**src/hdl/uer_pkg.sv**
```systemverilog
// ----------------------------------------------------------------------------
// uer_pkg: shared types and constants of the ultrasonic echo ranging unit
// Phase and status codes, register indexes, field widths and the constants
// of the reciprocal multiply that forms the mean distance.
// ----------------------------------------------------------------------------
`default_nettype none

package uer_pkg;

  // Number of echoes averaged per measurement (1..8).
  localparam int unsigned SAMPLES = 5;

  localparam int unsigned TRIG_W    = 10;
  localparam int unsigned TIMEOUT_W = 16;
  localparam int unsigned ELAPSED_W = 16;
  localparam int unsigned COUNT_W   = 4;
  localparam int unsigned SUM_W     = 20;
  localparam int unsigned DIST_W    = 15;
  localparam int unsigned CFG_IDX_W = 2;
  localparam int unsigned CFG_DAT_W = 16;

  // Mean in 1/16 cm: floor(sum * 16 / (58 * SAMPLES)).
  // Exact reciprocal: for x < 2^SCALED_W, floor(x / DIV) equals
  // (x * RECIP) >> RECIP_SHIFT with RECIP = ceil(2^RECIP_SHIFT / DIV).
  localparam int unsigned DIV         = 58 * SAMPLES;
  localparam int unsigned DIV_LOG     = $clog2(DIV);
  localparam int unsigned SCALED_W    = SUM_W + 4;
  localparam int unsigned RECIP_SHIFT = SCALED_W + DIV_LOG;
  localparam int unsigned RECIP_W     = SCALED_W + 1;
  localparam int unsigned PROD_W      = SCALED_W + RECIP_W;
  // Product bits above the shift; wide enough for the largest quotient.
  localparam int unsigned QUOT_W      = PROD_W - RECIP_SHIFT;
  localparam logic [RECIP_W-1:0] RECIP =
      RECIP_W'(((64'd1 << RECIP_SHIFT) + 64'(DIV) - 64'd1) / 64'(DIV));
  localparam logic [DIST_W-1:0] DIST_MAX = {DIST_W{1'b1}};

  typedef enum logic [3:0] {
    PH_IDLE = 4'b0001,
    PH_TRIG = 4'b0010,
    PH_RISE = 4'b0100,
    PH_HIGH = 4'b1000
  } phase_e;

  typedef enum logic [1:0] {
    ST_OK       = 2'd0,
    ST_NO_RISE  = 2'd1,
    ST_TOO_LONG = 2'd2,
    ST_UNUSED   = 2'd3
  } status_e;

  typedef enum logic [CFG_IDX_W-1:0] {
    CFG_TRIG_WIDTH   = 2'd0,
    CFG_RISE_TIMEOUT = 2'd1,
    CFG_ECHO_TIMEOUT = 2'd2,
    CFG_NONE         = 2'd3
  } cfg_idx_e;

  // Result flags carried from the control stage to the output stage.
  typedef struct packed {
    logic    trigger;
    logic    done;
    status_e status;
    logic    busy;
  } res_flags_t;

endpackage

`default_nettype wire

```
**src/hdl/uer_mean_div.sv**
```systemverilog
// ----------------------------------------------------------------------------
// uer_mean_div: mean distance stage
// Divides the echo sum by 58*SAMPLES/16 through a reciprocal multiply,
// saturates to the field range, gives zero unless ok_i is set, and registers the result.
// ----------------------------------------------------------------------------
`default_nettype none

module uer_mean_div (
  input  wire logic                          clk_i,
  input  wire logic                          en_i,
  input  wire logic                          ok_i,
  input  wire logic [uer_pkg::SUM_W-1:0]     sum_i,
  output logic      [uer_pkg::DIST_W-1:0]    dist_o
);

  logic [uer_pkg::SCALED_W-1:0] scaled;
  logic [uer_pkg::PROD_W-1:0]   prod;
  logic [uer_pkg::QUOT_W-1:0]   quot;
  logic [uer_pkg::DIST_W-1:0]   dist_d, dist_q;

  assign scaled = {sum_i, 4'b0000};
  assign prod   = uer_pkg::PROD_W'(scaled) * uer_pkg::PROD_W'(uer_pkg::RECIP);
  assign quot   = prod[uer_pkg::RECIP_SHIFT +: uer_pkg::QUOT_W];

  always_comb begin
    if (!ok_i) begin
      dist_d = '0;
    end else if (quot > uer_pkg::QUOT_W'(uer_pkg::DIST_MAX)) begin
      dist_d = uer_pkg::DIST_MAX;
    end else begin
      dist_d = quot[uer_pkg::DIST_W-1:0];
    end
  end

  always_ff @(posedge clk_i) begin
    if (en_i) begin
      dist_q <= dist_d;
    end
  end

  assign dist_o = dist_q;

endmodule

`default_nettype wire

```
**src/hdl/ultrasonic_echo_ranging_unit.sv**
```systemverilog
// ----------------------------------------------------------------------------
// ultrasonic_echo_ranging_unit: averaged ultrasonic range controller
// Trigger pulse, echo rise wait and echo width count per microsecond tick,
// averaged over SAMPLES echoes, reported as distance in 1/16 cm.
// ----------------------------------------------------------------------------
// Each request on the input stream is one microsecond tick carrying start_req
// and the sampled echo level; each tick produces exactly one result with the
// trigger drive, done flag, status, distance and busy flag. The unit takes a
// new tick every cycle while not stalled: the control state (phase, tick
// counter, sample count, echo sum) advances in the cycle a tick is accepted,
// and the result leaves through a flag stage and an output stage that holds
// the reciprocal multiply for the mean. Both stages move together under one
// enable, so a stalled output holds the input off and nothing is dropped.
// A measurement: start in idle drives the trigger for trigger_width ticks
// (zero acts as one), waits up to rise_timeout low ticks for the echo
// (status 1 on timeout), counts the echo high time up to echo_timeout
// (status 2 if exceeded), repeats SAMPLES times and reports
// floor(sum*16/(58*SAMPLES)) saturated to 32767. start_req is ignored while
// busy. Configuration writes are always taken (cfg_ready_o is tied high) and
// should only be made while idle.
// ----------------------------------------------------------------------------
`default_nettype none

module ultrasonic_echo_ranging_unit (
  input  wire logic        clk_i,
  input  wire logic        rst_ni,
  // input ticks
  input  wire logic        s_axis_tvalid,
  output logic             s_axis_tready,
  input  wire logic [7:0]  s_axis_tdata,   // [0] start_req, [1] echo, rest zero
  // results
  output logic             m_axis_tvalid,
  input  wire logic        m_axis_tready,
  output logic [23:0]      m_axis_tdata,   // [0] trigger, [1] done_res,
                                           // [3:2] status, [18:4] distance,
                                           // [19] busy_res, rest zero
  // register writes
  input  wire logic        cfg_valid_i,
  output logic             cfg_ready_o,
  input  wire logic [uer_pkg::CFG_IDX_W-1:0] cfg_index_i,
  input  wire logic [uer_pkg::CFG_DAT_W-1:0] cfg_data_i
);

  // ---- configuration registers ----
  logic [uer_pkg::TRIG_W-1:0]    trig_width_q;
  logic [uer_pkg::TIMEOUT_W-1:0] rise_timeout_q;
  logic [uer_pkg::TIMEOUT_W-1:0] echo_timeout_q;
  uer_pkg::cfg_idx_e             cfg_idx;

  assign cfg_ready_o = 1'b1;
  assign cfg_idx     = uer_pkg::cfg_idx_e'(cfg_index_i);

  always_ff @(posedge clk_i or negedge rst_ni) begin
    if (!rst_ni) begin
      trig_width_q   <= uer_pkg::TRIG_W'(30);
      rise_timeout_q <= uer_pkg::TIMEOUT_W'(5000);
      echo_timeout_q <= uer_pkg::TIMEOUT_W'(23530);
    end else if (cfg_valid_i) begin
      unique case (cfg_idx)
        uer_pkg::CFG_TRIG_WIDTH:   trig_width_q   <= cfg_data_i[uer_pkg::TRIG_W-1:0];
        uer_pkg::CFG_RISE_TIMEOUT: rise_timeout_q <= cfg_data_i;
        uer_pkg::CFG_ECHO_TIMEOUT: echo_timeout_q <= cfg_data_i;
        default: ;  // index out of range: ignored
      endcase
    end
  end

  // ---- pipeline enable: both stages advance together ----
  logic en;
  logic accept;
  assign en            = !m_axis_tvalid || m_axis_tready;
  assign s_axis_tready = en;
  assign accept        = s_axis_tvalid && en;

  // ---- control state ----
  uer_pkg::phase_e                phase_q, phase_d;
  logic [uer_pkg::ELAPSED_W-1:0]  elapsed_q, elapsed_d;
  logic [uer_pkg::COUNT_W-1:0]    count_q, count_d;
  logic [uer_pkg::SUM_W-1:0]      sum_q, sum_d;
  uer_pkg::res_flags_t            flags;

  logic start, echo;
  logic is_idle;
  logic [uer_pkg::ELAPSED_W-1:0] trig_cnt;
  logic [uer_pkg::SUM_W-1:0]     sum_add;
  logic [uer_pkg::COUNT_W-1:0]   count_inc;

  assign start   = s_axis_tdata[0];
  assign echo    = s_axis_tdata[1];
  // unused phase codes act as idle
  assign is_idle = !(phase_q == uer_pkg::PH_TRIG || phase_q == uer_pkg::PH_RISE ||
                     phase_q == uer_pkg::PH_HIGH);

  // the start tick is already the first trigger tick
  assign trig_cnt  = (is_idle ? '0 : elapsed_q) + uer_pkg::ELAPSED_W'(1);
  assign sum_add   = sum_q + uer_pkg::SUM_W'(elapsed_q);
  assign count_inc = count_q + uer_pkg::COUNT_W'(1);

  always_comb begin
    phase_d       = phase_q;
    elapsed_d     = elapsed_q;
    count_d       = count_q;
    sum_d         = sum_q;
    flags.trigger = 1'b0;
    flags.done    = 1'b0;
    flags.status  = uer_pkg::ST_OK;
    flags.busy    = 1'b1;

    priority if (is_idle && !start) begin
      phase_d    = uer_pkg::PH_IDLE;
      flags.busy = 1'b0;
    end else if (is_idle || phase_q == uer_pkg::PH_TRIG) begin
      flags.trigger = 1'b1;
      if (is_idle) begin
        count_d = '0;
        sum_d   = '0;
      end
      if (trig_cnt >= uer_pkg::ELAPSED_W'(trig_width_q)) begin
        phase_d   = uer_pkg::PH_RISE;
        elapsed_d = '0;
      end else begin
        phase_d   = uer_pkg::PH_TRIG;
        elapsed_d = trig_cnt;
      end
    end else if (phase_q == uer_pkg::PH_RISE) begin
      if (echo) begin
        phase_d   = uer_pkg::PH_HIGH;
        elapsed_d = uer_pkg::ELAPSED_W'(1);
      end else if (elapsed_q >= rise_timeout_q) begin
        phase_d      = uer_pkg::PH_IDLE;
        elapsed_d    = '0;
        flags.done   = 1'b1;
        flags.status = uer_pkg::ST_NO_RISE;
        flags.busy   = 1'b0;
      end else begin
        elapsed_d = elapsed_q + uer_pkg::ELAPSED_W'(1);
      end
    end else begin
      // echo high: count, or close the sample on the falling edge
      if (echo) begin
        if (elapsed_q >= echo_timeout_q && elapsed_q != '0) begin
          phase_d      = uer_pkg::PH_IDLE;
          elapsed_d    = '0;
          flags.done   = 1'b1;
          flags.status = uer_pkg::ST_TOO_LONG;
          flags.busy   = 1'b0;
        end else begin
          elapsed_d = elapsed_q + uer_pkg::ELAPSED_W'(1);
        end
      end else begin
        sum_d     = sum_add;
        count_d   = count_inc;
        elapsed_d = '0;
        if (count_inc >= uer_pkg::COUNT_W'(uer_pkg::SAMPLES)) begin
          phase_d    = uer_pkg::PH_IDLE;
          flags.done = 1'b1;
          flags.busy = 1'b0;
        end else begin
          phase_d = uer_pkg::PH_TRIG;
        end
      end
    end
  end

  always_ff @(posedge clk_i or negedge rst_ni) begin
    if (!rst_ni) begin
      phase_q   <= uer_pkg::PH_IDLE;
      elapsed_q <= '0;
      count_q   <= '0;
      sum_q     <= '0;
    end else if (accept) begin
      phase_q   <= phase_d;
      elapsed_q <= elapsed_d;
      count_q   <= count_d;
      sum_q     <= sum_d;
    end
  end

  // ---- stage 1: flags and final sum ----
  logic                       valid1_q;
  uer_pkg::res_flags_t        flags1_q;
  logic                       ok1_q;
  logic [uer_pkg::SUM_W-1:0]  sum1_q;

  always_ff @(posedge clk_i or negedge rst_ni) begin
    if (!rst_ni) begin
      valid1_q <= 1'b0;
    end else if (en) begin
      valid1_q <= s_axis_tvalid;
    end
  end

  always_ff @(posedge clk_i) begin
    if (en) begin
      flags1_q <= flags;
      ok1_q    <= flags.done && (flags.status == uer_pkg::ST_OK);
      sum1_q   <= sum_d;
    end
  end

  // ---- stage 2: output register, mean divide ----
  uer_pkg::res_flags_t         flags2_q;
  logic [uer_pkg::DIST_W-1:0]  mean_dist;

  uer_mean_div u_mean_div (
    .clk_i  (clk_i),
    .en_i   (en),
    .ok_i   (ok1_q),
    .sum_i  (sum1_q),
    .dist_o (mean_dist)
  );

  always_ff @(posedge clk_i or negedge rst_ni) begin
    if (!rst_ni) begin
      m_axis_tvalid <= 1'b0;
    end else if (en) begin
      m_axis_tvalid <= valid1_q;
    end
  end

  always_ff @(posedge clk_i) begin
    if (en) begin
      flags2_q <= flags1_q;
    end
  end

  assign m_axis_tdata = {4'b0000, flags2_q.busy, mean_dist, flags2_q.status,
                         flags2_q.done, flags2_q.trigger};

endmodule

`default_nettype wire

```
**config.mk**
```make
export PLATFORM = sky130hd
export DESIGN_NAME = ultrasonic_echo_ranging_unit
export DESIGN_NICKNAME = d
export VERILOG_FILES = /design/src/hdl/uer_pkg.sv /design/src/hdl/uer_mean_div.sv /design/src/hdl/ultrasonic_echo_ranging_unit.sv
export SDC_FILE = /design/constraint.sdc
export NUM_CORES = 1
export LEC_CHECK = 0
export ABC_AREA = 1
export CAP_MARGIN = 40
export CORE_ASPECT_RATIO = 0.9
export CORE_MARGIN = 2
export CORE_UTILIZATION = 59
export DETAILED_ROUTE_END_ITERATION = 12
export DONT_BUFFER_PORTS = 1
export HOLD_SLACK_MARGIN = 0.12
export PLACE_DENSITY = 0.75
export SLEW_MARGIN = 10
export SYNTH_ARGS = -nofsm -noshare
export SYNTH_HDL_FRONTEND = slang
export SYNTH_SLANG_ARGS = --single-unit
```
**constraint.sdc**
```tcl
create_clock -name clk_i -period 6.8 [get_ports clk_i]
set_clock_uncertainty 0.05 [all_clocks]
set_input_delay 1.36 -clock clk_i [delete_from_list [all_inputs] [get_ports clk_i]]
set_output_delay 1.36 -clock clk_i [all_outputs]
set_load 0.01 [all_outputs]
```
==> results.txt <==
Routed vias - 13300
Routability cong. - 0.958
CTS tree - done
Crit-path max FO - 6
HPWL after DPL - 35.5 mm
CP cell instances - fa_1 > buf_4 > fa_1 > inv_1 > fa_1 > inv_1 > fa_1 > inv_1 > fa_1 > inv_1 > fa_1 > ha_1 > ha_1 > inv_1 > o21bai_1 > o21bai_1 > a21oi_1 > inv_1 > a21oi_1 > nand3_2 > xor2_4 > clkinv_2 > a21oi_2
Reg clk slew, reported paths - 0.07 ns
Post-Syn Area - 16800 um2
Global-route wire length before repair - 69.9 mm
Remaining design rule violation count - 0
Worst Tran Pin Value - 1.00 ns
Die height - 164 um
Status - complete, no violations
Total gr overflow - 0
Seq/Total Area, Yosys - 21.5%
DIE WIDTH - 182 um
Slowest cell on crit path - fa_1
CTS H-tree depth - 4
Final setup violation count - 0
Largest net degree at the start of global routing - 89
Drt via density - 5.56
Hold Path Class - reg2reg
Commonest cells post-synth - 446 x inv_1, 333 x nand2_1, 274 x ha_1, 161 x fa_1, 123 x nor2_1
Largest family of logic cells by synthesized area - adder cells
Area fraction of the dominant cell type after synthesis - 20.4%
Die area - 29800 um2
Post-Layout Cell Count - 2401
Row Count - 58
Syn Area/Cell - 8.36 um2
Vias in the first global route - 13500
DRT Pass-1 Iters - 5
Antenna diode count - 0
Post-synthesis compound-gate area fraction - 10.6%
RSZ-0062 raised after global routing - false
Most common cell in the netlist - inv_1
Nature of the critical path endpoint - register
CTS root buffer - clkbuf_16
Tot GR Track Use - 30.3%
DRT iter0 DRCs - 797
Initial antenna violation count - 0
Kind of critical path - reg2reg
Main area contributors after synthesis - ha_1 20%, fa_1 19%, dfrtp_1 10%, inv_1 10%, edfxtp_1 8.2%
Fmax - 153 MHz
Io pins - 58
Total CTS buffers - 17
Insertion delay to the later sink of the worst-skew pair - 0.44 ns
Syn Inst Count - 2006
Area grow syn2layout - 7.14%
Data arrival, critical path - 6.80 ns
Xor/xnor share of the synthesized area - 1.87%
Period utilization - 96.3%
CTS Buffer Depth - 2
Post-cts sizing count - 0
Slew Limit Fails - 0
Relative slew slack - 32.7%
Synthesis Warnings - 0
Setup_tns - 0 ns
Layout fillers - 2337
Fin crit period - 6.55 ns
EDFF count, synth - 46
Clock sink total - 134
Final Hold Vio Count - 0
Post-synthesis simple-gate area fraction - 15.2%
Port bufs - 0
Cell variety after synth - 52
MaxCap Viol Count - 0
Setup bufs post-CTS - 0
Worst Setup Start Kind - register
Drt total wl - 42.8 mm
WL per Instance - 17.8 um
Main synth FF type - dfrtp_1
Initial core utilization - 60.1%
# hold bufs at CTS - 0
Worst Path Required - 7.05 ns
Post-synth ARST share - 65.7%
Post-Synth Adder-Cell Area - 39.6%
Share of cells above drive strength 1 - 6.61%
Final nets - 2494
Placeable Area - 27900 um2
Synthesized flop and latch total - 134
Detail Route Antenna Nets - 0
Largest area contributor in the netlist - ha_1
Placed Cells - 2368
Slowest Stage Delay on Critical Path - 0.63 ns
Mux share of post-synthesis cell area - 0%
-- worst paths after layout --
kind	cells after the start	slack [ns]	startpoint	to
worst max-delay path	23	0.25	sum1_q[17]	u_mean_div.dist_o[10]
worst min-delay path	0	0.37	flags1_q[2]	m_axis_tdata[3]
worst max register to register	23	0.25	sum1_q[17]	u_mean_div.dist_o[10]
worst min register to register	0	0.37	flags1_q[2]	m_axis_tdata[3]
max in group asynchronous	0	5.91	rst_ni	echo_timeout_q[14]
min in group asynchronous	0	0.56	rst_ni	echo_timeout_q[4]
-- kinds of logic (layout without fill, tap and decap cells) --
group | Yosys count | in the layout
and+or+nand+nor | 598 | 598
buffers and inverters | 489 | 521
adders and majority gates | 435 | 435
AOI/OAI and AO/OA | 313 | 313
DFF | 134 | 134
xor gates and xnor gates | 35 | 35
other | 2 | 5
-- final cells by class --
type | count | area, um2 | share of cell area [%]
Timing Repair Buffer | 30 | 264 | 1.47
Multi-Input combinational cell | 1386 | 11300 | 63.0
Clock buffer | 17 | 425 | 2.37
Inverter | 458 | 1730 | 9.60
Tap cell | 360 | 450 | 2.51
Sequential cell | 134 | 3610 | 20.1
Timing Repair inverter | 1 | 5.00 | 0.0278
Clock inverter | 15 | 176 | 0.981
-- registers in the layout, summed over array words and instances (netlist names), 5 cells and up --
signal and cells:
sum_q 20, echo_timeout_q 16, rise_timeout_q 16, sum1_q 20
trig_width_q 10, flags1_q 5, u_mean_div.dist_o 15, m_axis_tdata 5
elapsed_q 16
-- metal layers --
metal / vias to the layer above / GRT usage, % / share of wire [%]
li1: 6450 / - / -
met1: 6471 / 38.8 / 43
met2: 328 / 52.5 / 48
met3: 96 / 4.17 / 4.6
met4: 0 / 11.9 / 3.7
met5: - / 0 / 0
-- layout by cell type (no fill, tap or decap), types with 6 or more instances in the layout --
cell type  synthesis  layout
nor2_1           123     123
buf_4              8      26
edfxtp_1          46      46
a21o_1            13      13
o21bai_1          17      17
nand3_1           71      71
inv_2             10      10
nand4_1           26      26
o211ai_1           9       9
xor2_1            22      22
ha_1             274     274
nor2_2             8       8
fa_1             161     159
a21oi_2           10      11
a31oi_1            9       9
dfstp_2           20      20
dfrtp_1           68      68
nor3_1            15      15
o22ai_1            6       6
nand2_1          333     333
xnor2_1           12      12
o21ai_1           14      15
o21ai_0          122     121
a21oi_1           96      95
inv_1            446     445
clkbuf_16          0      17
-- through the flow --
stage               utilization [%]  setup slack, ns  hold slack (ns)  cell area [um2]
global route                   64.3           0.0128            0.374            18000
global placement               61.8            0.183            0.358            17300
CTS                            64.2            0.142            0.369            17900
floorplan                         -            0.605            0.350            16800
finish                         64.3            0.250            0.374            18000
detailed placement             62.1            0.182            0.357            17300
-- critical path, delay by kind of cell (launching register included) --
kind | cells | cell delay, ns
AND/OR/NAND/NOR | 1 | 0.15
XOR/XNOR | 1 | 0.29
flip-flops | 1 | 0.42
adder cells (fa/ha/maj) | 8 | 3.83
AO/OA/AOI/OAI | 5 | 0.81
buffers and inverters | 8 | 0.86
Power is left out: the tool's default activity adds up to more than one toggle a clock period on the data nets, which glitch-free logic cannot reach.
